## config.mk

```make
export PLATFORM = sky130hd
export DESIGN_NAME = rgb_to_cmyk_percent
export DESIGN_NICKNAME = d
export VERILOG_FILES = /design/src/hdl/rcp_pkg.sv /design/src/hdl/rcp_front.sv /design/src/hdl/rcp_div_stage.sv /design/src/hdl/rcp_back.sv /design/src/hdl/rgb_to_cmyk_percent.sv
export SDC_FILE = /design/constraint.sdc
export NUM_CORES = 2
export LEC_CHECK = 0
export ABC_AREA = 0
export BUFFER_PORTS_ARGS = -buffer_cell sky130_fd_sc_hd__clkbuf_2
export CORE_MARGIN = 2
export CORE_UTILIZATION = 30
export DETAILED_ROUTE_END_ITERATION = 10
export GPL_TIMING_DRIVEN = 0
export PLACE_DENSITY = 0.43
export SETUP_SLACK_MARGIN = 0.05
export SYNTH_ARGS = -nofsm -noshare
export SYNTH_HDL_FRONTEND = slang
export SYNTH_SLANG_ARGS = --single-unit
```

## constraint.sdc

```tcl
create_clock -name clk_i -period 6.8 [get_ports clk_i]
set_clock_uncertainty 0.1 [all_clocks]
set_input_delay 1.36 -clock clk_i [delete_from_list [all_inputs] [get_ports clk_i]]
set_output_delay 1.36 -clock clk_i [all_outputs]
set_load 0.005 [all_outputs]
```

## src/hdl/rcp_pkg.sv

```systemverilog
// Types, constants and arithmetic helpers of the RGB to CMYK converter.
package rcp_pkg;

  localparam int NumLanes = 3;
  localparam int DivBits  = 7;
  localparam int PipeLat  = 8;

  typedef logic [6:0]  pct_t;
  typedef logic [7:0]  byte_t;
  typedef logic [8:0]  thr_t;
  typedef logic [13:0] num_t;

  localparam pct_t  PctFull   = 7'd100;
  localparam thr_t  ThrReset  = 9'd3;
  localparam byte_t ByteFull  = 8'd255;

  // Divider pipeline payload: one lane each for cyan, magenta and yellow.
  typedef struct packed {
    logic                   vld;
    logic                   blk;
    pct_t                   w;
    pct_t                   k;
    num_t  [NumLanes-1:0]   rem;
    pct_t  [NumLanes-1:0]   quo;
  } div_st_t;

  // Final result as it leaves the back end.
  typedef struct packed {
    logic                   vld;
    pct_t  [NumLanes-1:0]   pct;
    pct_t                   k;
    pct_t  [NumLanes-1:0]   cmy;
    byte_t [NumLanes-1:0]   shade;
    byte_t                  k_shade;
  } res_t;

  // Channel byte to percent: floor(ch*100/255), exact over all byte values.
  function automatic pct_t pct_of_byte(input byte_t ch);
    logic [14:0] x;
    logic [14:0] y;
    logic [14:0] s;
    x = {1'b0, ch, 6'b0} + {2'b0, ch, 5'b0} + {5'b0, ch, 2'b0};
    y = x + 15'd1;
    s = y + {8'b0, y[14:8]};
    return s[14:8];
  endfunction

  // floor(n/100) by reciprocal multiply, exact for n up to 25500.
  function automatic byte_t div100(input logic [14:0] n);
    logic [27:0] p;
    p = {13'b0, n} * 28'd5243;
    return p[26:19];
  endfunction

endpackage

```

## src/hdl/rcp_front.sv

```systemverilog
// Front end: percent scaling, dark test, maximum and divider numerators.
module rcp_front
  import rcp_pkg::*;
(
  input  logic    clk_i,
  input  logic    rst_ni,
  input  logic    vld_i,
  input  byte_t   red_i,
  input  byte_t   green_i,
  input  byte_t   blue_i,
  input  thr_t    thr_i,
  output div_st_t out_o
);

  logic                 s1_vld_q;
  logic                 s1_dark_q;
  pct_t [NumLanes-1:0]  s1_p_q;
  logic                 dark_d;
  pct_t                 w_d;
  pct_t                 d_p;
  div_st_t              s2_d;
  div_st_t              s2_q;

  // All three channels under the threshold force pure black.
  assign dark_d = ({1'b0, red_i} < thr_i) && ({1'b0, green_i} < thr_i) &&
                  ({1'b0, blue_i} < thr_i);

  // Stage 1: valid bit.
  always_ff @(posedge clk_i or negedge rst_ni) begin
    if (!rst_ni) begin
      s1_vld_q <= 1'b0;
    end else begin
      s1_vld_q <= vld_i;
    end
  end

  // Stage 1: channel percents and dark flag.
  always_ff @(posedge clk_i) begin
    s1_dark_q <= dark_d;
    s1_p_q[0] <= pct_of_byte(red_i);
    s1_p_q[1] <= pct_of_byte(green_i);
    s1_p_q[2] <= pct_of_byte(blue_i);
  end

  // Stage 2: true maximum, black decision and scaled differences.
  always_comb begin
    w_d = s1_p_q[0];
    if (s1_p_q[1] > w_d) begin
      w_d = s1_p_q[1];
    end
    if (s1_p_q[2] > w_d) begin
      w_d = s1_p_q[2];
    end
    s2_d     = '0;
    s2_d.vld = s1_vld_q;
    s2_d.blk = s1_dark_q || (w_d == '0);
    s2_d.w   = w_d;
    s2_d.k   = PctFull - w_d;
    d_p      = '0;
    for (int l = 0; l < NumLanes; l++) begin
      d_p         = w_d - s1_p_q[l];
      s2_d.rem[l] = {1'b0, d_p, 6'b0} + {2'b0, d_p, 5'b0} + {5'b0, d_p, 2'b0};
    end
  end

  // Stage 2 register; the whole stage clears on reset.
  always_ff @(posedge clk_i or negedge rst_ni) begin
    if (!rst_ni) begin
      s2_q <= '0;
    end else begin
      s2_q <= s2_d;
    end
  end

  assign out_o = s2_q;

endmodule

```

## src/hdl/rcp_div_stage.sv

```systemverilog
// One registered slice of the restoring divider, three lanes sharing a divisor.
module rcp_div_stage
  import rcp_pkg::*;
#(
  parameter int unsigned HiBit = DivBits - 1,
  parameter int unsigned Steps = DivBits
) (
  input  logic    clk_i,
  input  logic    rst_ni,
  input  div_st_t in_i,
  output div_st_t out_o
);

  div_st_t nxt_d;
  div_st_t stg_q;
  num_t    sub_d;

  // Produce quotient bits HiBit down to HiBit-Steps+1 for every lane.
  always_comb begin
    nxt_d = in_i;
    sub_d = '0;
    for (int l = 0; l < NumLanes; l++) begin
      for (int s = 0; s < int'(Steps); s++) begin
        sub_d = num_t'(in_i.w) << (int'(HiBit) - s);
        if (nxt_d.rem[l] >= sub_d) begin
          nxt_d.rem[l] = nxt_d.rem[l] - sub_d;
          nxt_d.quo[l] = nxt_d.quo[l] | (pct_t'(1) << (int'(HiBit) - s));
        end
      end
    end
  end

  // Stage register; the whole stage clears on reset.
  always_ff @(posedge clk_i or negedge rst_ni) begin
    if (!rst_ni) begin
      stg_q <= '0;
    end else begin
      stg_q <= nxt_d;
    end
  end

  assign out_o = stg_q;

endmodule

```

## src/hdl/rcp_back.sv

```systemverilog
// Back end: black override, black folding with cap, and display shades.
module rcp_back
  import rcp_pkg::*;
(
  input  logic    clk_i,
  input  logic    rst_ni,
  input  div_st_t in_i,
  output res_t    res_o
);

  logic                 s6_vld_q;
  pct_t [NumLanes-1:0]  s6_pct_q;
  pct_t                 s6_k_q;
  num_t [NumLanes-1:0]  s6_prod_q;
  pct_t [NumLanes-1:0]  pct_d;
  pct_t                 k_d;
  pct_t                 w_d;

  logic                 s7_vld_q;
  pct_t [NumLanes-1:0]  s7_pct_q;
  pct_t                 s7_k_q;
  pct_t [NumLanes-1:0]  s7_cmy_q;
  pct_t [NumLanes-1:0]  cmy_d;
  logic [8:0]           sum_d;

  res_t                 res_q;
  byte_t [NumLanes-1:0] shade_d;
  logic [14:0]          sc_d;
  logic [14:0]          ksc_d;

  // Stage 6: pure black overrides the quotients; product x*(100-k).
  always_comb begin
    k_d = in_i.blk ? PctFull : in_i.k;
    w_d = in_i.blk ? '0 : in_i.w;
    for (int l = 0; l < NumLanes; l++) begin
      pct_d[l] = in_i.blk ? '0 : in_i.quo[l];
    end
  end

  always_ff @(posedge clk_i or negedge rst_ni) begin
    if (!rst_ni) begin
      s6_vld_q <= 1'b0;
      s7_vld_q <= 1'b0;
    end else begin
      s6_vld_q <= in_i.vld;
      s7_vld_q <= s6_vld_q;
    end
  end

  always_ff @(posedge clk_i) begin
    s6_pct_q <= pct_d;
    s6_k_q   <= k_d;
    for (int l = 0; l < NumLanes; l++) begin
      s6_prod_q[l] <= {7'b0, pct_d[l]} * {7'b0, w_d};
    end
  end

  // Stage 7: divide by 100, add black, cap at 100.
  always_comb begin
    sum_d = '0;
    for (int l = 0; l < NumLanes; l++) begin
      sum_d    = {1'b0, div100({1'b0, s6_prod_q[l]})} + {2'b0, s6_k_q};
      cmy_d[l] = (sum_d > {2'b0, PctFull}) ? PctFull : sum_d[6:0];
    end
  end

  always_ff @(posedge clk_i) begin
    s7_pct_q <= s6_pct_q;
    s7_k_q   <= s6_k_q;
    s7_cmy_q <= cmy_d;
  end

  // Stage 8: shade = 255 - v*255/100, with v*255 formed as a shift and subtract.
  always_comb begin
    sc_d = '0;
    for (int l = 0; l < NumLanes; l++) begin
      sc_d       = {s7_cmy_q[l], 8'b0} - {8'b0, s7_cmy_q[l]};
      shade_d[l] = ByteFull - div100(sc_d);
    end
    ksc_d = {s7_k_q, 8'b0} - {8'b0, s7_k_q};
  end

  // Output register; the whole result clears on reset.
  always_ff @(posedge clk_i or negedge rst_ni) begin
    if (!rst_ni) begin
      res_q <= '0;
    end else begin
      res_q.vld     <= s7_vld_q;
      res_q.pct     <= s7_pct_q;
      res_q.k       <= s7_k_q;
      res_q.cmy     <= s7_cmy_q;
      res_q.shade   <= shade_d;
      res_q.k_shade <= ByteFull - div100(ksc_d);
    end
  end

  assign res_o = res_q;

endmodule

```

## src/hdl/rgb_to_cmyk_percent.sv

```systemverilog
// Top level of the RGB to CMYK percent converter with its register port.
// The result strobe rises once a taken pixel has passed every register stage below.
// Busy never rises.
// Throughput: one pixel per cycle over 8 register stages: percent scaling, numerators,
// the 3-stage restoring divider, the fold multiplier, the fold cap and the shades.
// Reset clears all stage valid bits and sets the dark threshold thr_q to 3.
module rgb_to_cmyk_percent
  import rcp_pkg::*;
(
  input  logic        clk_i,
  input  logic        rst_ni,
  input  logic        start,
  output logic        busy,
  input  byte_t       red_i,
  input  byte_t       green_i,
  input  byte_t       blue_i,
  output logic        done_o,
  output pct_t        cyan_pct_o,
  output pct_t        magenta_pct_o,
  output pct_t        yellow_pct_o,
  output pct_t        black_pct_o,
  output pct_t        cyan_cmy_o,
  output pct_t        magenta_cmy_o,
  output pct_t        yellow_cmy_o,
  output byte_t       cyan_shade_o,
  output byte_t       magenta_shade_o,
  output byte_t       yellow_shade_o,
  output byte_t       black_shade_o,
  input  logic        psel,
  input  logic        penable,
  input  logic        pwrite,
  input  logic [1:0]  paddr,
  input  logic [31:0] pwdata,
  output logic [31:0] prdata,
  output logic        pready
);

  localparam logic [1:0] AddrThr = 2'd0;

  thr_t    thr_q;
  logic    wr_thr;
  div_st_t front_st;
  div_st_t div_a_st;
  div_st_t div_b_st;
  div_st_t div_c_st;
  res_t    res;

  // Register port: single register, always ready.
  assign pready = 1'b1;
  assign wr_thr = psel && penable && pwrite && pready && (paddr == AddrThr);
  assign prdata = (paddr == AddrThr) ? {23'b0, thr_q} : '0;

  always_ff @(posedge clk_i or negedge rst_ni) begin
    if (!rst_ni) begin
      thr_q <= ThrReset;
    end else if (wr_thr) begin
      thr_q <= pwdata[8:0];
    end
  end

  // Fully pipelined: every start is a transfer.
  assign busy = 1'b0;

  rcp_front u_front (
    .clk_i   (clk_i),
    .rst_ni  (rst_ni),
    .vld_i   (start && !busy),
    .red_i   (red_i),
    .green_i (green_i),
    .blue_i  (blue_i),
    .thr_i   (thr_q),
    .out_o   (front_st)
  );

  // Quotient bits 6..4, 3..2 and 1..0 in three stages.
  rcp_div_stage #(.HiBit(6), .Steps(3)) u_div_a (
    .clk_i  (clk_i),
    .rst_ni (rst_ni),
    .in_i   (front_st),
    .out_o  (div_a_st)
  );

  rcp_div_stage #(.HiBit(3), .Steps(2)) u_div_b (
    .clk_i  (clk_i),
    .rst_ni (rst_ni),
    .in_i   (div_a_st),
    .out_o  (div_b_st)
  );

  rcp_div_stage #(.HiBit(1), .Steps(2)) u_div_c (
    .clk_i  (clk_i),
    .rst_ni (rst_ni),
    .in_i   (div_b_st),
    .out_o  (div_c_st)
  );

  rcp_back u_back (
    .clk_i  (clk_i),
    .rst_ni (rst_ni),
    .in_i   (div_c_st),
    .res_o  (res)
  );

  // Result ports.
  assign done_o          = res.vld;
  assign cyan_pct_o      = res.pct[0];
  assign magenta_pct_o   = res.pct[1];
  assign yellow_pct_o    = res.pct[2];
  assign black_pct_o     = res.k;
  assign cyan_cmy_o      = res.cmy[0];
  assign magenta_cmy_o   = res.cmy[1];
  assign yellow_cmy_o    = res.cmy[2];
  assign cyan_shade_o    = res.shade[0];
  assign magenta_shade_o = res.shade[1];
  assign yellow_shade_o  = res.shade[2];
  assign black_shade_o   = res.k_shade;

endmodule

```

After elaboration in Yosys (flattened, before gate mapping)
Index checks and enable logic that the tools add are counted.
- register bits: 488
- output and inout port bits: 116
- input port bits: 64
- logic and storage cells: 212
- mux-type cells: 46
- $add $sub $neg: 51
- reductions and logical operators: 8
- order comparisons: 29
- multiply operators: 10
- operator list (cell ; count):
    two-way mux 14 bit ; 18
    multiplier 15 x 13 -> 27 bit (second input constant) ; 4
    multiplier 14 x 13 -> 27 bit (second input constant) ; 3
    two-way mux 7 bit ; 9
    subtractor 15 x 7 -> 15 bit ; 4
    adder 14 x 13 -> 15 bit ; 3
    adder 15 x 1 -> 15 bit (second input constant) ; 3
    adder 15 x 10 -> 15 bit ; 3
    adder 15 x 7 -> 15 bit ; 3
    adder 13 x 12 -> 14 bit ; 3
    adder 14 x 9 -> 14 bit ; 3
    >= comparator 14 x 10 -> 1 bit ; 3
    >= comparator 14 x 11 -> 1 bit ; 3
    >= comparator 14 x 12 -> 1 bit ; 3
    >= comparator 14 x 13 -> 1 bit ; 3
    >= comparator 14 x 7 -> 1 bit ; 3
    >= comparator 14 x 8 -> 1 bit ; 3
    >= comparator 14 x 9 -> 1 bit ; 3
    multiplier 7 x 7 -> 14 bit ; 3
    subtractor 14 x 10 -> 14 bit ; 3
    subtractor 14 x 11 -> 14 bit ; 3
    subtractor 14 x 12 -> 14 bit ; 3
    subtractor 14 x 13 -> 14 bit ; 3
    subtractor 14 x 8 -> 14 bit ; 3
    19 further kinds ; 49

Logic depth before layout (Yosys ltp)
- depth in word-level cells: 7
- depth in mapped cells: 33
- depth with buffers taken out: 32

Modules after synthesis
From an unflattened synthesis, not the netlist that was laid out.
- cells, all modules: 6003
- area total of the unflattened synthesis: 59340.7 µm²
- by module, submodules not included (module ; instances ; sequential area each (µm²) ; area an instance (µm²) ; cells an instance):
    rcp_back ; 1 ; 4484.3 ; 34977.3 ; 3493
    rcp_front ; 1 ; 1741.7 ; 7059.3 ; 719
    rcp_div_stage (u_div_a) ; 1 ; 1976.9 ; 6211.0 ; 662
    rcp_div_stage (u_div_c) ; 1 ; 1976.9 ; 5492.8 ; 569
    rcp_div_stage (u_div_b) ; 1 ; 1976.9 ; 4976.0 ; 504
    rgb_to_cmyk_percent ; 1 ; 227.7 ; 624.3 ; 56

Worst setup path after synthesis
No wires, ideal clock.
- kind: register to register
- start: register u_front.s2_q, in the netlist u_front.out_o[71]
- end: register u_div_a.stg_q, in the netlist u_div_a.out_o[26]
- arrival: 6.613 ns
- library setup time: 0.125 ns
- slack: -0.038 ns
- buffers on the path: 2
- stages on the path, launching flop included: 30
- clock period less this slack: 6.838 ns
- required time: 6.575 ns
- cells stage by stage: dfrtp_1 > inv_1 > fa_1 > a21o_1 > a21o_1 > o211a_1 > o21ai_1 > nand2_1 > o21ai_0 > inv_1 > ha_1 > nor2b_1 > o21ai_1 > nand2b_1 > nor2b_1 > a211oi_1 > nand4_1 > clkbuf_1 > nor2_1 > a21oi_1 > fa_1 > a21o_1 > a21oi_1 > nor2b_1 > o21a_1 > o31ai_1 > nand2b_1 > or3_1 > buf_6 > mux2_4
- RTL lines (element ; RTL line ; source):
    start, declared ; rcp_front.sv:22 ; div_st_t s2_q;
    start signal, assigned ; rcp_front.sv:69 ; s2_q <= '0;
    start signal, assigned ; rcp_front.sv:71 ; s2_q <= s2_d;
    end signal, assigned ; rcp_div_stage.sv:38 ; stg_q <= nxt_d;
    end, declared ; rcp_div_stage.sv:15 ; div_st_t stg_q;

Final worst setup path
- start: register u_back.s6_prod_q[21] (netlist name)
- end: register u_back.s7_cmy_q[7] (netlist name)
- longest elaborated chain between the ends: 3
- RTL lines (element ; RTL line ; source):
    start, declared ; rcp_back.sv:14 ; num_t [NumLanes-1:0] s6_prod_q;
    start signal, assigned by index ; rcp_back.sv:54 ; s6_prod_q[l] <= {7'b0, pct_d[l]} * {7'b0, w_d};
    multiplier 14 x 13 -> 27 bit * ; rcp_pkg.sv:51 ; p = {13'b0, n} * 28'd5243;
    adder 8 x 7 -> 9 bit * ; rcp_back.sv:62 ; sum_d = {1'b0, div100({1'b0, s6_prod_q[l]})} + {2'b0, s6_k_q};
    > comparator 9 x 7 -> 1 bit ; rcp_back.sv:63 ; cmy_d[l] = (sum_d > {2'b0, PctFull}) ? PctFull : sum_d[6:0];
    end signal, assigned ; rcp_back.sv:70 ; s7_cmy_q <= cmy_d;
    end, declared ; rcp_back.sv:22 ; pct_t [NumLanes-1:0] s7_cmy_q;
Every way passes the cells marked *; elsewhere a longest branch is shown, timed or not.
A chain may end at the register's enable or synchronous reset.

==> key figures <==
Hold path
  • HP Start: u_back.s7_pct_q[5]
  • Hold path depth: 0
  • Worst Hold Path EP: u_back.res_o[65]
  • Classification of the worst-slack hold path: reg -> reg

CTS
  • Htree depth: 2
  • Clk pin slew, worst setup/hold paths: 0.06 ns
  • Clk sink count: 448
  • Root Buffer: clkbuf_16
  • Maximum root-to-sink buffer count: 3
  • Hold_buf cts: 0
  • Clock Latency Late Sink: 0.67 ns
  • Total CTS buffers: 61
  • CTS tree: done

Timing
  • Max frequency: 152.4 MHz
  • Final Cycle Share: 96.52%
  • Final critical-path required period: 6.563 ns
  • Pins Over Slew Limit: 0
  • Slew headroom: 18.82%
  • Final worst setup slack: 0.2368 ns
  • Final count of negative-setup-slack endpoints: 0
  • Final number of hold-violating endpoints: 0
  • Worst-Margin Slew: 1.218 ns
  • RSZ-0062 raised after global routing: true

Route
  • Drt pass-1 iters: 5
  • Final wirelength: 127.0 mm
  • Vias: 36690
  • Routed len/inst: 15.51 um
  • Vias per cell: 4.483
  • Initial DRC Count: 1249
  • Remaining antenna violation count after routing: 0
  • Residual DRC: 0

Global route
  • GR peak layer: met2
  • Total track usage: 14.16%
  • Met2 layer usage reported by global route: 24.55%
  • First-pass GRT wire length: 206.6 mm
  • Vias in the first global route: 38540
  • Largest net degree at the start of global routing: 101
  • M1 GR Usage: 19.04%
  • Met3 Resource Use GR: 1.411%
  • Overflow after GRT: 0
  • Antenna violations before repair: 2

Worst setup path
  • Crit Path Class: reg -> reg
  • Worst setup EP type: register
  • Slowest cell on crit path: fa_1
  • FF-to-FF End: u_back.s7_cmy_q[7]
  • R2r setup slk: 0.24 ns
  • Critical path's largest stage delay: 0.54 ns
  • CP Launch Type: register
  • Critical path required time: 7.31 ns
  • Worst r2r src: u_back.s6_prod_q[21]
  • Crit-path most repeated cell: fa_1
  • Critical Path AT: 7.08 ns
  • R2R cell count: 26
  • Critical Path Fanout Max: 6

Synth
  • Commonest cells post-synth: 1112 x inv_1, 1078 x ha_1, 580 x fa_1
  • Seq/Total Area, Yosys: 19.58%
  • Yosys reg bits: 448
  • Synthesized area per cell: 9.932 sq um
  • Post-synth cell types: 88
  • Yosys warns: 0
  • Post-synth top area share: 25.13%
  • Synth area leader: ha_1
  • Synth top area cells: ha_1 25%, fa_1 22%, dfrtp_1 14%
  • EDFF count, synth: 0
  • Share of synthesized registers carrying an async set or reset: 68.53%
  • Count leader, synth: inv_1
  • Mapped Cells: 5404
  • Most used flip-flop cell after synthesis: dfrtp_1
  • Post-Syn Area: 53680 sq um

Placed design
  • Worst slack, placed: -1.641 ns
  • Dpl hpwl: 104.8 mm
  • Post-placement cell area: 57470 sq um
  • Routability cong.: 0.8133
  • PortBufs: 129

Floorplan
  • Core ar.: 178000 sq um
  • Cell row count: 155
  • # IOs: 180
  • Die width: 427.0 um
  • Die area: 182300 sq um
  • Starting Density: 30.15%
  • Die Span Y: 427.0 um

Run status
  • Status: complete, no violations

Flow run
  • Max-Cap Viols: 0

Cells and area
  • Post-route cell area: 62650 sq um
  • Layout area overhead: 16.72%
  • Layout cells sized above 1: 14.41%
  • Layout Nets: 7498
  • Total of fill cells in the finished design: 18190
## per-layer routing
metal / vias up / part of all wire (%)
li1: 18480 / -
met1: 17810 / 47
met2: 283 / 49
met3: 116 / 2.0
met4: 0 / 1.9
met5: - / 0
## layout make-up
type                       count  area [sq um]  area share (%)
clock buffer                  75          1682           2.684
antenna                        1         2.502        0.003994
tap                         2355          2947           4.703
timing repair buffer         285          1984           3.167
buffer                        76         435.4          0.6950
inverter                    1113          4207           6.714
sequential                   448         10650           16.99
clock inverter                41         382.9          0.6111
multi-input combinational   3791         40360           64.43
## worst max-delay path: cells and delay by family, from the launching register on
kind	cells	cell delay [ns]
mux	1	0.24
simple gates	6	0.81
fa+ha+maj	8	2.99
compound gates	7	1.55
flops	1	0.39
buf+inv	2	0.09
xor+xnor	2	0.32
## how the worst max path moves through the flow
stage / startpoint / slack (ns) / end / cells after the start
after floorplan: u_back.s6_prod_q[9] / 0.07 / u_back.s7_cmy_q[0] / 26
after global placement: rst_ni / -3.20 / u_back.res_o[41] / 1
after detailed placement: u_front.out_o[71] / -1.64 / u_div_a.out_o[41] / 27
after CTS: u_back.s6_prod_q[40] / 0.05 / u_back.s7_cmy_q[15] / 23
after global routing: u_front.s1_p_q[2] / -0.1 / u_front.out_o[62] / 32
final: u_back.s6_prod_q[21] / 0.24 / u_back.s7_cmy_q[7] / 26
## through the flow
| step | hold slack (ns) | setup TNS (ns) | util [%] | cells |
|---|---|---|---|---|
| 6_report | 0.2259 | 0 | 35.19 | 8185 |
| 5_1_grt | 0.2310 | -0.6173 | 35.19 | 8184 |
| 4_1_cts | 0.2273 | 0 | 34.20 | 8092 |
| 3_5_place_dp | 0.2132 | -86.05 | 32.28 | 7916 |
| 3_3_place_gp | 0.2109 | -1026.23 | 32.22 | 7911 |
| 2_1_floorplan | 0.2096 | 0 | - | 5427 |
## registers in the layout, summed over array words and instances, names as in the netlist, 7 cells and up
register and count:
u_back.s7_pct_q 21, thr_q 9, u_back.s6_k_q 7, u_front.s1_p_q 21, u_back.s6_pct_q 21, u_back.s7_cmy_q 21
u_div_b.out_o 66, u_back.s6_prod_q 42, u_back.s7_k_q 7, u_div_a.out_o 60, u_div_c.out_o 36, u_front.out_o 51
u_back.res_o 82
## layout by cell type (no fill, tap or decap), types with 42 or more instances in the layout
cell type / Yosys / final
nor3_1: 66 / 56
fa_1: 580 / 565
clkbuf_16: 0 / 64
nor2_1: 168 / 157
dfxtp_1: 141 / 89
mux2_2: 50 / 48
nor2b_1: 88 / 86
buf_4: 25 / 172
o21a_1: 46 / 43
xor2_1: 82 / 75
xnor2_1: 209 / 188
and2_1: 87 / 83
inv_1: 1112 / 1083
o21ai_0: 167 / 131
ha_1: 1078 / 1040
o21bai_1: 44 / 42
dfrtp_1: 305 / 303
nand2_1: 237 / 234
a21oi_1: 213 / 173
nand2b_1: 58 / 56
a21o_1: 130 / 129
clkbuf_2: 0 / 130
## cells by family after synthesis
group / count (synthesis) / synth area share, %
adder cells (fa/ha/maj): 1658 / 46.76
buffers and inverters: 1189 / 8.511
AND/OR/NAND/NOR: 920 / 8.797
AO/OA/AOI/OAI: 802 / 9.665
flip-flops: 448 / 19.58
XOR/XNOR: 291 / 4.748
multiplexers: 94 / 1.928
other: 2 / 0.01399
## what timing repair did
item / CTS / global route
setup buffers: 60 / 90
pin swaps: 42 / 105
gates resized for setup: 227 / 249
setup endpoints to repair: 107 / 98
gates cloned: 0 / 2
Power is not shown: default switching activity piles up to over one toggle a cycle in this logic, so the estimate is an artifact.
